===== config.mk =====
export PLATFORM = sky130hd
export DESIGN_NAME = double_ended_queue
export DESIGN_NICKNAME = d
export VERILOG_FILES = /design/src/deq_pkg.sv /design/src/double_ended_queue.sv /design/src/deq_ram.sv
export SDC_FILE = /design/constraint.sdc
export NUM_CORES = 1
export LEC_CHECK = 0
export BUFFER_PORTS_ARGS = -buffer_cell sky130_fd_sc_hd__buf_2
export CORE_ASPECT_RATIO = 0.9
export CORE_MARGIN = 2
export CORE_UTILIZATION = 55
export DETAILED_ROUTE_END_ITERATION = 6
export GPL_ROUTABILITY_DRIVEN = 0
export PLACE_DENSITY = 0.69
export SLEW_MARGIN = 20
export SYNTH_ARGS = -nofsm -noshare
export SYNTH_HDL_FRONTEND = slang
export SYNTH_SLANG_ARGS = --single-unit
export TNS_END_PERCENT = 100

===== constraint.sdc =====
create_clock -name clk -period 4.81 [get_ports clk]
set_clock_uncertainty 0.15 [all_clocks]
set_input_delay 0.481 -clock clk [delete_from_list [all_inputs] [get_ports clk]]
set_output_delay 0.481 -clock clk [all_outputs]
set_load 0.05 [all_outputs]

===== src/deq_pkg.sv =====
// ----------------------------------------------------------------------------
// deq_pkg
// Shared types and codes for the double-ended queue: request and response
// words, operation codes and status codes.
// ----------------------------------------------------------------------------
package deq_pkg;

  localparam int WORD_W   = 32;
  localparam int OP_W     = 3;
  localparam int STATUS_W = 2;
  localparam int COUNT_W  = 5;

  localparam logic [OP_W-1:0] OP_PUSH_FRONT = 3'd0;
  localparam logic [OP_W-1:0] OP_PUSH_REAR  = 3'd1;
  localparam logic [OP_W-1:0] OP_POP_FRONT  = 3'd2;
  localparam logic [OP_W-1:0] OP_POP_REAR   = 3'd3;
  localparam logic [OP_W-1:0] OP_PEEK_FRONT = 3'd4;
  localparam logic [OP_W-1:0] OP_PEEK_REAR  = 3'd5;

  localparam logic [STATUS_W-1:0] ST_OK    = 2'd0;
  localparam logic [STATUS_W-1:0] ST_EMPTY = 2'd1;
  localparam logic [STATUS_W-1:0] ST_FULL  = 2'd2;

  localparam logic signed [WORD_W-1:0] NO_VALUE = -32'sd1;

  typedef struct packed {
    logic [OP_W-1:0]          opcode;
    logic signed [WORD_W-1:0] push_value;
  } deq_req_t;

  typedef struct packed {
    logic signed [WORD_W-1:0] read_value;
    logic [STATUS_W-1:0]      status;
    logic [COUNT_W-1:0]       element_count;
    logic                     is_empty;
  } deq_rsp_t;

endpackage


===== src/double_ended_queue.sv =====
// ----------------------------------------------------------------------------
// double_ended_queue
// Bounded deque of signed 32-bit words in a circular slot memory.
// ----------------------------------------------------------------------------
// Each request word pushes, pops or peeks at either end and yields exactly one
// response word with the value read, a status, the element count after the
// request and an empty flag. Front/rear indices and the count update in the
// cycle a request is taken; the slot memory has a registered read, so the
// response is loaded into the output register in the cycle after the request
// is taken. No new request is taken while that response is pending or while
// the output register holds a stalled word; the response register holds while
// rsp_stall is high. A push on a full queue is refused with status full, a pop
// or peek on an empty queue returns -1 with status empty, and unused opcodes
// return -1 with status ok and change nothing.
module double_ended_queue #(
  parameter int DEPTH = 16
) (
  input  logic              clk,
  input  logic              rst,
  input  logic              req_valid,
  output logic              req_stall,
  input  deq_pkg::deq_req_t req,
  output logic              rsp_valid,
  input  logic              rsp_stall,
  output deq_pkg::deq_rsp_t rsp
);
  import deq_pkg::*;

  localparam int IW = $clog2(DEPTH);
  localparam int CW = $clog2(DEPTH + 1);
  localparam logic [IW-1:0] LAST    = IW'(DEPTH - 1);
  localparam logic [CW-1:0] DEPTH_C = CW'(DEPTH);

  logic [IW-1:0]       front, front_next;
  logic [IW-1:0]       rear, rear_next;
  logic [CW-1:0]       count, count_next;
  logic                pend;
  logic                pend_read;
  logic [STATUS_W-1:0] pend_status;

  logic [IW-1:0]       front_inc, front_dec, rear_inc, rear_dec;
  logic                acc, full, empty;
  logic                wr_en, rd_en, use_read;
  logic [IW-1:0]       wr_addr, rd_addr;
  logic [STATUS_W-1:0] status_next;
  logic [WORD_W-1:0]   rd_data;

  assign req_stall = pend || (rsp_valid && rsp_stall);
  assign acc       = req_valid && !req_stall;
  assign full      = (count == DEPTH_C);
  assign empty     = (count == '0);

  assign front_inc = (front == LAST) ? '0 : front + 1'b1;
  assign front_dec = (front == '0) ? LAST : front - 1'b1;
  assign rear_inc  = (rear == LAST) ? '0 : rear + 1'b1;
  assign rear_dec  = (rear == '0) ? LAST : rear - 1'b1;

  always_comb begin
    front_next  = front;
    rear_next   = rear;
    count_next  = count;
    wr_en       = 1'b0;
    wr_addr     = rear;
    rd_en       = 1'b0;
    rd_addr     = front;
    use_read    = 1'b0;
    status_next = ST_OK;
    unique case (req.opcode)
      OP_PUSH_FRONT: begin
        if (full) begin
          status_next = ST_FULL;
        end else begin
          front_next = front_dec;
          wr_en      = acc;
          wr_addr    = front_dec;
          count_next = count + 1'b1;
        end
      end
      OP_PUSH_REAR: begin
        if (full) begin
          status_next = ST_FULL;
        end else begin
          rear_next  = rear_inc;
          wr_en      = acc;
          wr_addr    = rear;
          count_next = count + 1'b1;
        end
      end
      OP_POP_FRONT: begin
        if (empty) begin
          status_next = ST_EMPTY;
        end else begin
          front_next = front_inc;
          rd_en      = acc;
          rd_addr    = front;
          use_read   = 1'b1;
          count_next = count - 1'b1;
        end
      end
      OP_POP_REAR: begin
        if (empty) begin
          status_next = ST_EMPTY;
        end else begin
          rear_next  = rear_dec;
          rd_en      = acc;
          rd_addr    = rear_dec;
          use_read   = 1'b1;
          count_next = count - 1'b1;
        end
      end
      OP_PEEK_FRONT: begin
        if (empty) begin
          status_next = ST_EMPTY;
        end else begin
          rd_en    = acc;
          rd_addr  = front;
          use_read = 1'b1;
        end
      end
      OP_PEEK_REAR: begin
        if (empty) begin
          status_next = ST_EMPTY;
        end else begin
          rd_en    = acc;
          rd_addr  = rear_dec;
          use_read = 1'b1;
        end
      end
      default: begin
      end
    endcase
  end

  deq_ram #(
    .DEPTH (DEPTH)
  ) u_ram (
    .clk     (clk),
    .wr_en   (wr_en),
    .wr_addr (wr_addr),
    .wr_data (req.push_value),
    .rd_en   (rd_en),
    .rd_addr (rd_addr),
    .rd_data (rd_data)
  );

  always_ff @(posedge clk) begin
    if (rst) begin
      front <= '0;
      rear  <= '0;
      count <= '0;
      pend  <= 1'b0;
    end else begin
      pend <= acc;
      if (acc) begin
        front <= front_next;
        rear  <= rear_next;
        count <= count_next;
      end
    end
  end

  always_ff @(posedge clk) begin
    if (acc) begin
      pend_read   <= use_read;
      pend_status <= status_next;
    end
  end

  always_ff @(posedge clk) begin
    if (rst) begin
      rsp_valid <= 1'b0;
    end else if (pend) begin
      rsp_valid <= 1'b1;
    end else if (!rsp_stall) begin
      rsp_valid <= 1'b0;
    end
  end

  always_ff @(posedge clk) begin
    if (pend) begin
      rsp.read_value    <= pend_read ? $signed(rd_data) : NO_VALUE;
      rsp.status        <= pend_status;
      rsp.element_count <= COUNT_W'(count);
      rsp.is_empty      <= (count == '0);
    end
  end

  a_count_bound: assert property (@(posedge clk) disable iff (rst)
    count <= DEPTH_C)
    else $error("element count above capacity");

  a_pend_slot_free: assert property (@(posedge clk) disable iff (rst)
    pend |-> !rsp_valid)
    else $error("read data arrives while output word still held");

  a_accept_pends: assert property (@(posedge clk) disable iff (rst)
    acc |=> pend)
    else $error("accepted word produced no pending response");

  a_index_count: assert property (@(posedge clk) disable iff (rst)
    (front == rear) == (count == '0 || count == DEPTH_C))
    else $error("indices disagree with element count");

endmodule


===== src/deq_ram.sv =====
// ----------------------------------------------------------------------------
// deq_ram
// Slot memory of the queue: one write port, one read port, registered read.
// ----------------------------------------------------------------------------
module deq_ram #(
  parameter int DEPTH = 16
) (
  input  logic                        clk,
  input  logic                        wr_en,
  input  logic [$clog2(DEPTH)-1:0]    wr_addr,
  input  logic [deq_pkg::WORD_W-1:0]  wr_data,
  input  logic                        rd_en,
  input  logic [$clog2(DEPTH)-1:0]    rd_addr,
  output logic [deq_pkg::WORD_W-1:0]  rd_data
);
  import deq_pkg::*;

  logic [WORD_W-1:0] mem [DEPTH];

  always_ff @(posedge clk) begin
    if (wr_en) begin
      mem[wr_addr] <= wr_data;
    end
  end

  always_ff @(posedge clk) begin
    if (rd_en) begin
      rd_data <= mem[rd_addr];
    end
  end

endmodule


# After elaboration in Yosys (flattened, before gate mapping)
# Memories as Yosys holds them, arrays and structs flattened. A register that Yosys moved wholly into a read port is not among the register bits.
# Cells that the tools add are included.
# totals
regBits,58
ramBits,512
input_bits,39
out_inout_bits,42
word_cells,80
mem_count,1
# classes
n_addsub,6
n_eq_ne,15
mux,29
n_reduce_logical,18
# mem_list
memory,depth,width,read_ports,rd_ports_with_merged_regs,write_ports,line_no,text
u_ram.mem,16,32,1,1,1,deq_ram.sv:18,logic [WORD_W-1:0] mem [DEPTH];
# ops
cell,count
$mux 4,12
$pmux 4 s2,2
$ne 2x2->1 const B,6
$reduce_and 4->1,3
$mux 1,10
$mux 5,2
$pmux 5 s2,1
$add 4x1->4 const B,2
$eq 4x4->1 const B,2
$logic_not 4->1,2
$sub 4x1->4 const B,2
$eq 3x2->1 const B,2
$eq 3x3->1 const B,2
$reduce_bool 2->1,3
$reduce_or 2->1,3
$add 5x1->5 const B,1
$eq 5x5->1 const B,1
$logic_not 5->1,1
$sub 5x1->5 const B,1
$pmux 2 s2,1
$reduce_or 4->1,1
$eq 3x1->1 const B,1
$logic_not 3->1,1
$logic_and 1x1->1,2
4 further kinds,4

# Depth between registers and ports, before layout
# logic_depth
depth_word,8
mapped_depth,10
ltp_nobuf,8

# Cells and area by module
# Synthesis repeated with hierarchy kept, for this count alone.
# unflattened
hier_cells,1064
hier_area_um2,22869.4
# modules_own_cells
mod,n_inst,cells_each,area_per_inst_um2,seq_area_each_um2
deq_ram,1,838,20155.6,16335.7
double_ended_queue,1,226,2713.9,1591.5

# Worst setup path after synthesis
# Ideal clock, no wire load.
# synth_path
kind,reg2reg
startpoint,register count[0]
endpoint,"register u_ram.rd_data[0] (netlist bit), read port of u_ram.mem (enable)"
setup_ps,461
arrival_time_ps,3663
required_time_ps,4199
path_slack_ps,536
path_stages_with_launch,8
n_path_buf,3
period_less_slack_ps,4274
path_cell_list,dfxtp_1 or4_1 buf_2 nand2b_4 clkbuf_1 clkbuf_1 inv_1 nor3_1
# synth_between
elab_chain_len,3
elab_cells_between_ends,5
classes_between,mux: 4; reduce/logical: 1
# synth_rtl
item,line_no,text
from (decl),double_ended_queue.sv:36,"logic [CW-1:0] count, count_next;"
from (signal assigned),double_ended_queue.sv:157,count <= count_next;
$logic_not 5->1,double_ended_queue.sv:51,assign empty = (count == '0);
via empty,double_ended_queue.sv:42,"logic acc, full, empty;"
$mux 1 (2 in series),-,
via rd_en,double_ended_queue.sv:43,"logic wr_en, rd_en, use_read;"
to (decl),deq_ram.sv:14,output logic [deq_pkg::WORD_W-1:0] rd_data
# The timed path passes the listed nets, and every way through them passes these cells.
# A chain may end at the register's enable or synchronous reset.

# Worst setup path in the final report
# layout_path
startpoint,register rear[0]
endpoint,"register u_ram.rd_data[12] (netlist bit), read port of u_ram.mem (data pin)"
# layout_between
elab_chain_len,4
elab_cells_between_ends,5
classes_between,add/sub: 1; mux: 3; reduce/logical: 1
# layout_rtl
item,line_no,text
from (decl),double_ended_queue.sv:35,"logic [IW-1:0] rear, rear_next;"
from (signal assigned),double_ended_queue.sv:156,rear <= rear_next;
$sub 4x1->4 or $logic_not 4->1 (tied branches),double_ended_queue.sv:56,assign rear_dec = (rear == '0) ? LAST : rear - 1'b1;
$mux 4 (*),double_ended_queue.sv:56,
$mux 4 (*),"double_ended_queue.sv:101, double_ended_queue.sv:121",
$mux 4 (*),-,
# Every way passes the cells marked *; elsewhere a longest branch is shown, timed or not.

==> impl_metrics.toml <==
[logic_synthesis]
yosysUniqueCellTypes = 49
yosys.area.top_type = "edfxtp_1"
synthArstFlopShare_pct = 0
avgSynthCellArea_um2 = 15.03
synth_top_family_by_area = "compound AO/OA/AOI/OAI gates"
synthSimpleGateAreaFrac_pct = 5.093
ys_seq_elements = 602
synth_mux_area_share_pct = 0.6288
synth_top_cell_area_share_pct = 72.61
synthTopCellsByArea = "edfxtp_1, a221oi_1, a211oi_1"
yosys.area_share.xor_xnor_pct = 0.4690
synthCells = 1615
yosysMostFrequentCell = "edfxtp_1"
synth_compound_area_share_pct = 16.49
synth_nets = 1662
synthAdderAreaFrac_pct = 0.4433
ys_seq_area_share_pct = 73.85
yosys_warnings = 0
synth_area_um2 = 24270
synth_edf_count = 587
synthTopCellsByCount = "edfxtp_1, nand2_1, a21oi_1"
ys.flop_type = "edfxtp_1"

[drt]
drc = 0
dr.pass1.iters = 6
wl_per_cell_um = 27.15
viasPerCell = 6.598
wl_um = 61600
initialDrtViolationCount = 1851
final_antenna_net_count = 0
num_vias = 14971

[clocking]
cts_htree_levels = 2
cts_hold_buf = 0
cts_setup_buffers = 0
clockBufferDepth = 3
cts.sinks = 602
cts-resized-gates = 0
cts_buffers = 57
insertion_delay_ps = 620
cts_tree = "yes"
cts_root_buf = "clkbuf_16"
clk_pin_slew_ps = 60

[power]
seqPwrFrac_pct = 52.5
powerDensity_nw_per_um2 = 409.5
clockPowerShare_pct = 38.7
p_int_mw = 8.513
switchingPower_mw = 2.640
fin_total_pwr_mw = 11.15
netSwitchingFraction_pct = 23.67
pwr-share-comb_pct = 8.8
ir_drop_mv = 0.2956
cellLeakagePower_nw = 9.008

[placement]
port_buffers = 80
dp_hpwl_um = 30050
dpl_cell_area_um2 = 25460

[global_routing]
grt_pass1_vias = 14835
grt_max_degree = 129
met1_usage_pct = 37.78
grt_overflow_total = 0
grt.met3_usage_pct = 4.870
grt_pass1_wl_um = 91800
met2_usage_pct = 43.10
antenna_found_initial = 4
top_usage_layer = "met2"
track_usage_pct = 27.02

[timing]
final-setup-viol-count = 0
relSlewSlack_pct = 34.05
period_share_pct = 78.33
fmax_ghz = 0.2654
slew_violations = 0
fin_crit_ps = 3768
finalSetupTns_ps = 0
fin_hold_ws_ps = 43.36
rsz0062_at_grt = "false"
worst_pin_slew_ps = 989.2
hold_viol_final = 0

[finish]
finalInstanceArea_um2 = 27230
drive_gt1_share_pct = 14.30
nets = 1708
areaGrowthSynthToFinish_pct = 12.20
utilization_pct = 62.12

[setup_path]
critPathLaunchType = "register"
path_max_fanout = 128
crit_start = "rear[0]$_SDFFE_PP0P_"
cp.required_ps = 5020
slowest_stage = "or4_1"
arrival_ps = 3970
slowest_delay_ps = 560
cp_num_buf_inv = 3
crit_type = "reg2reg"
end_kind = "register"
crit_chain = "inv_1 > ha_1 > a2111oi_4 > buf_4 > a22oi_2 > buf_12 > a21oi_1 > a211oi_1 > or4_1"
reg2reg_from = "rear[0]$_SDFFE_PP0P_"
critical_path.top_delay_family = "compound AO/OA/AOI/OAI gates"

[die]
chipHeight_um = 203.3
initial_utilization_pct = 55.37
fp.dieArea_um2 = 45840
die_x_um = 225.5
ioPinCount = 81
num_rows = 73
core_area_um2 = 43840

[worst_hold_path]
hp-class = "in2reg"
hold_start = "rsp_stall"

[job]
cap_violations = 0

[run_status]
status = "complete, no violations"
==> per-layer routing <==
metal,vias up,share of wire (%)
met5,-,0.050
met4,6,3.3
met3,146,8.5
met2,760,47
met1,7528,41
li1,6531,-
==> cell families after synthesis <==
logic type      Yosys count
xor+xnor                 13
buf+inv                 158
flops                   602
mux                      14
compound gates          558
simple gates            262
fa+ha+maj                 8
==> worst reg2reg max path: stages (launching register included) <==
cell and delay, ps:
dfxtp_1 490, inv_1 170, ha_1 310, a2111oi_4 500, buf_4 450, a22oi_2 130, buf_12 330, a21oi_1 320
a211oi_1 100, or4_1 560
==> layout make-up <==
type | count | area [um2]
flip-flops and latches | 602 | 17930
clock inverters | 41 | 300.3
inverters | 20 | 75.07
clock buffers | 63 | 1470
repair buffers | 125 | 975.9
diodes | 1 | 2.502
well taps | 562 | 703.2
fillers | 3174 | 16610
multi-input cells | 855 | 5779
==> per-stage QoR <==
stage | instances | setup WS, ps
final | 2269 | 1042
after global routing | 2269 | 897.9
after CTS | 2268 | 1100
after detailed placement | 2164 | 1129
after global placement | 2164 | 1158
after floorplan | 1615 | 535.6
==> state kept, by name (all words and copies together), names as in the netlist <==
name,flops
u_ram.mem,512
rsp,40
u_ram.rd_data,32
count,5
front,4
rear,4
pend_status,2
pend,1
pend_read,1
rsp_valid,1
==> cell usage in the layout, fill, tap and decap left out, types with 7 or more instances in the layout <==
cell type / instances
a21oi_1: 142
edfxtp_1: 587
a221oi_1: 128
clkbuf_16: 58
buf_12: 19
xnor2_1: 7
nor2_1: 18
o21ai_0: 13
ha_1: 7
nand2b_1: 32
clkinv_1: 17
a21boi_1: 11
inv_1: 20
buf_4: 26
clkinv_2: 17
buf_2: 80
nor2_4: 16
a211oi_1: 138
a21boi_0: 109
nand2_1: 143
or4_1: 34
dfxtp_1: 14
==> power by group through the flow <==
stage | clock network (mW) | registers (mW) | logic [mW]
final | 4.31 | 5.85 | 0.987
after global routing | 4.57 | 5.85 | 1.06
after CTS | 4.36 | 5.85 | 0.980
after detailed placement | 0 | 5.96 | 0.977
after global placement | 0 | 5.96 | 0.959
after floorplan | 0 | 6.01 | 0.586
==> worst paths after layout <==
| check | end | slack [ps] | depth (start not counted) |
|---|---|---|---|
| min | rsp_valid$_SDFFE_PP0P_ | 40 | 3 |
| max reg2reg | u_ram.rd_data[12]$_DFFE_PP_ | 1040 | 9 |
| min reg2reg | rsp[7]$_DFFE_PP_ | 280 | 0 |
| max | u_ram.rd_data[12]$_DFFE_PP_ | 1040 | 9 |
No activity file was read; power rests on OpenSTA's default activity.
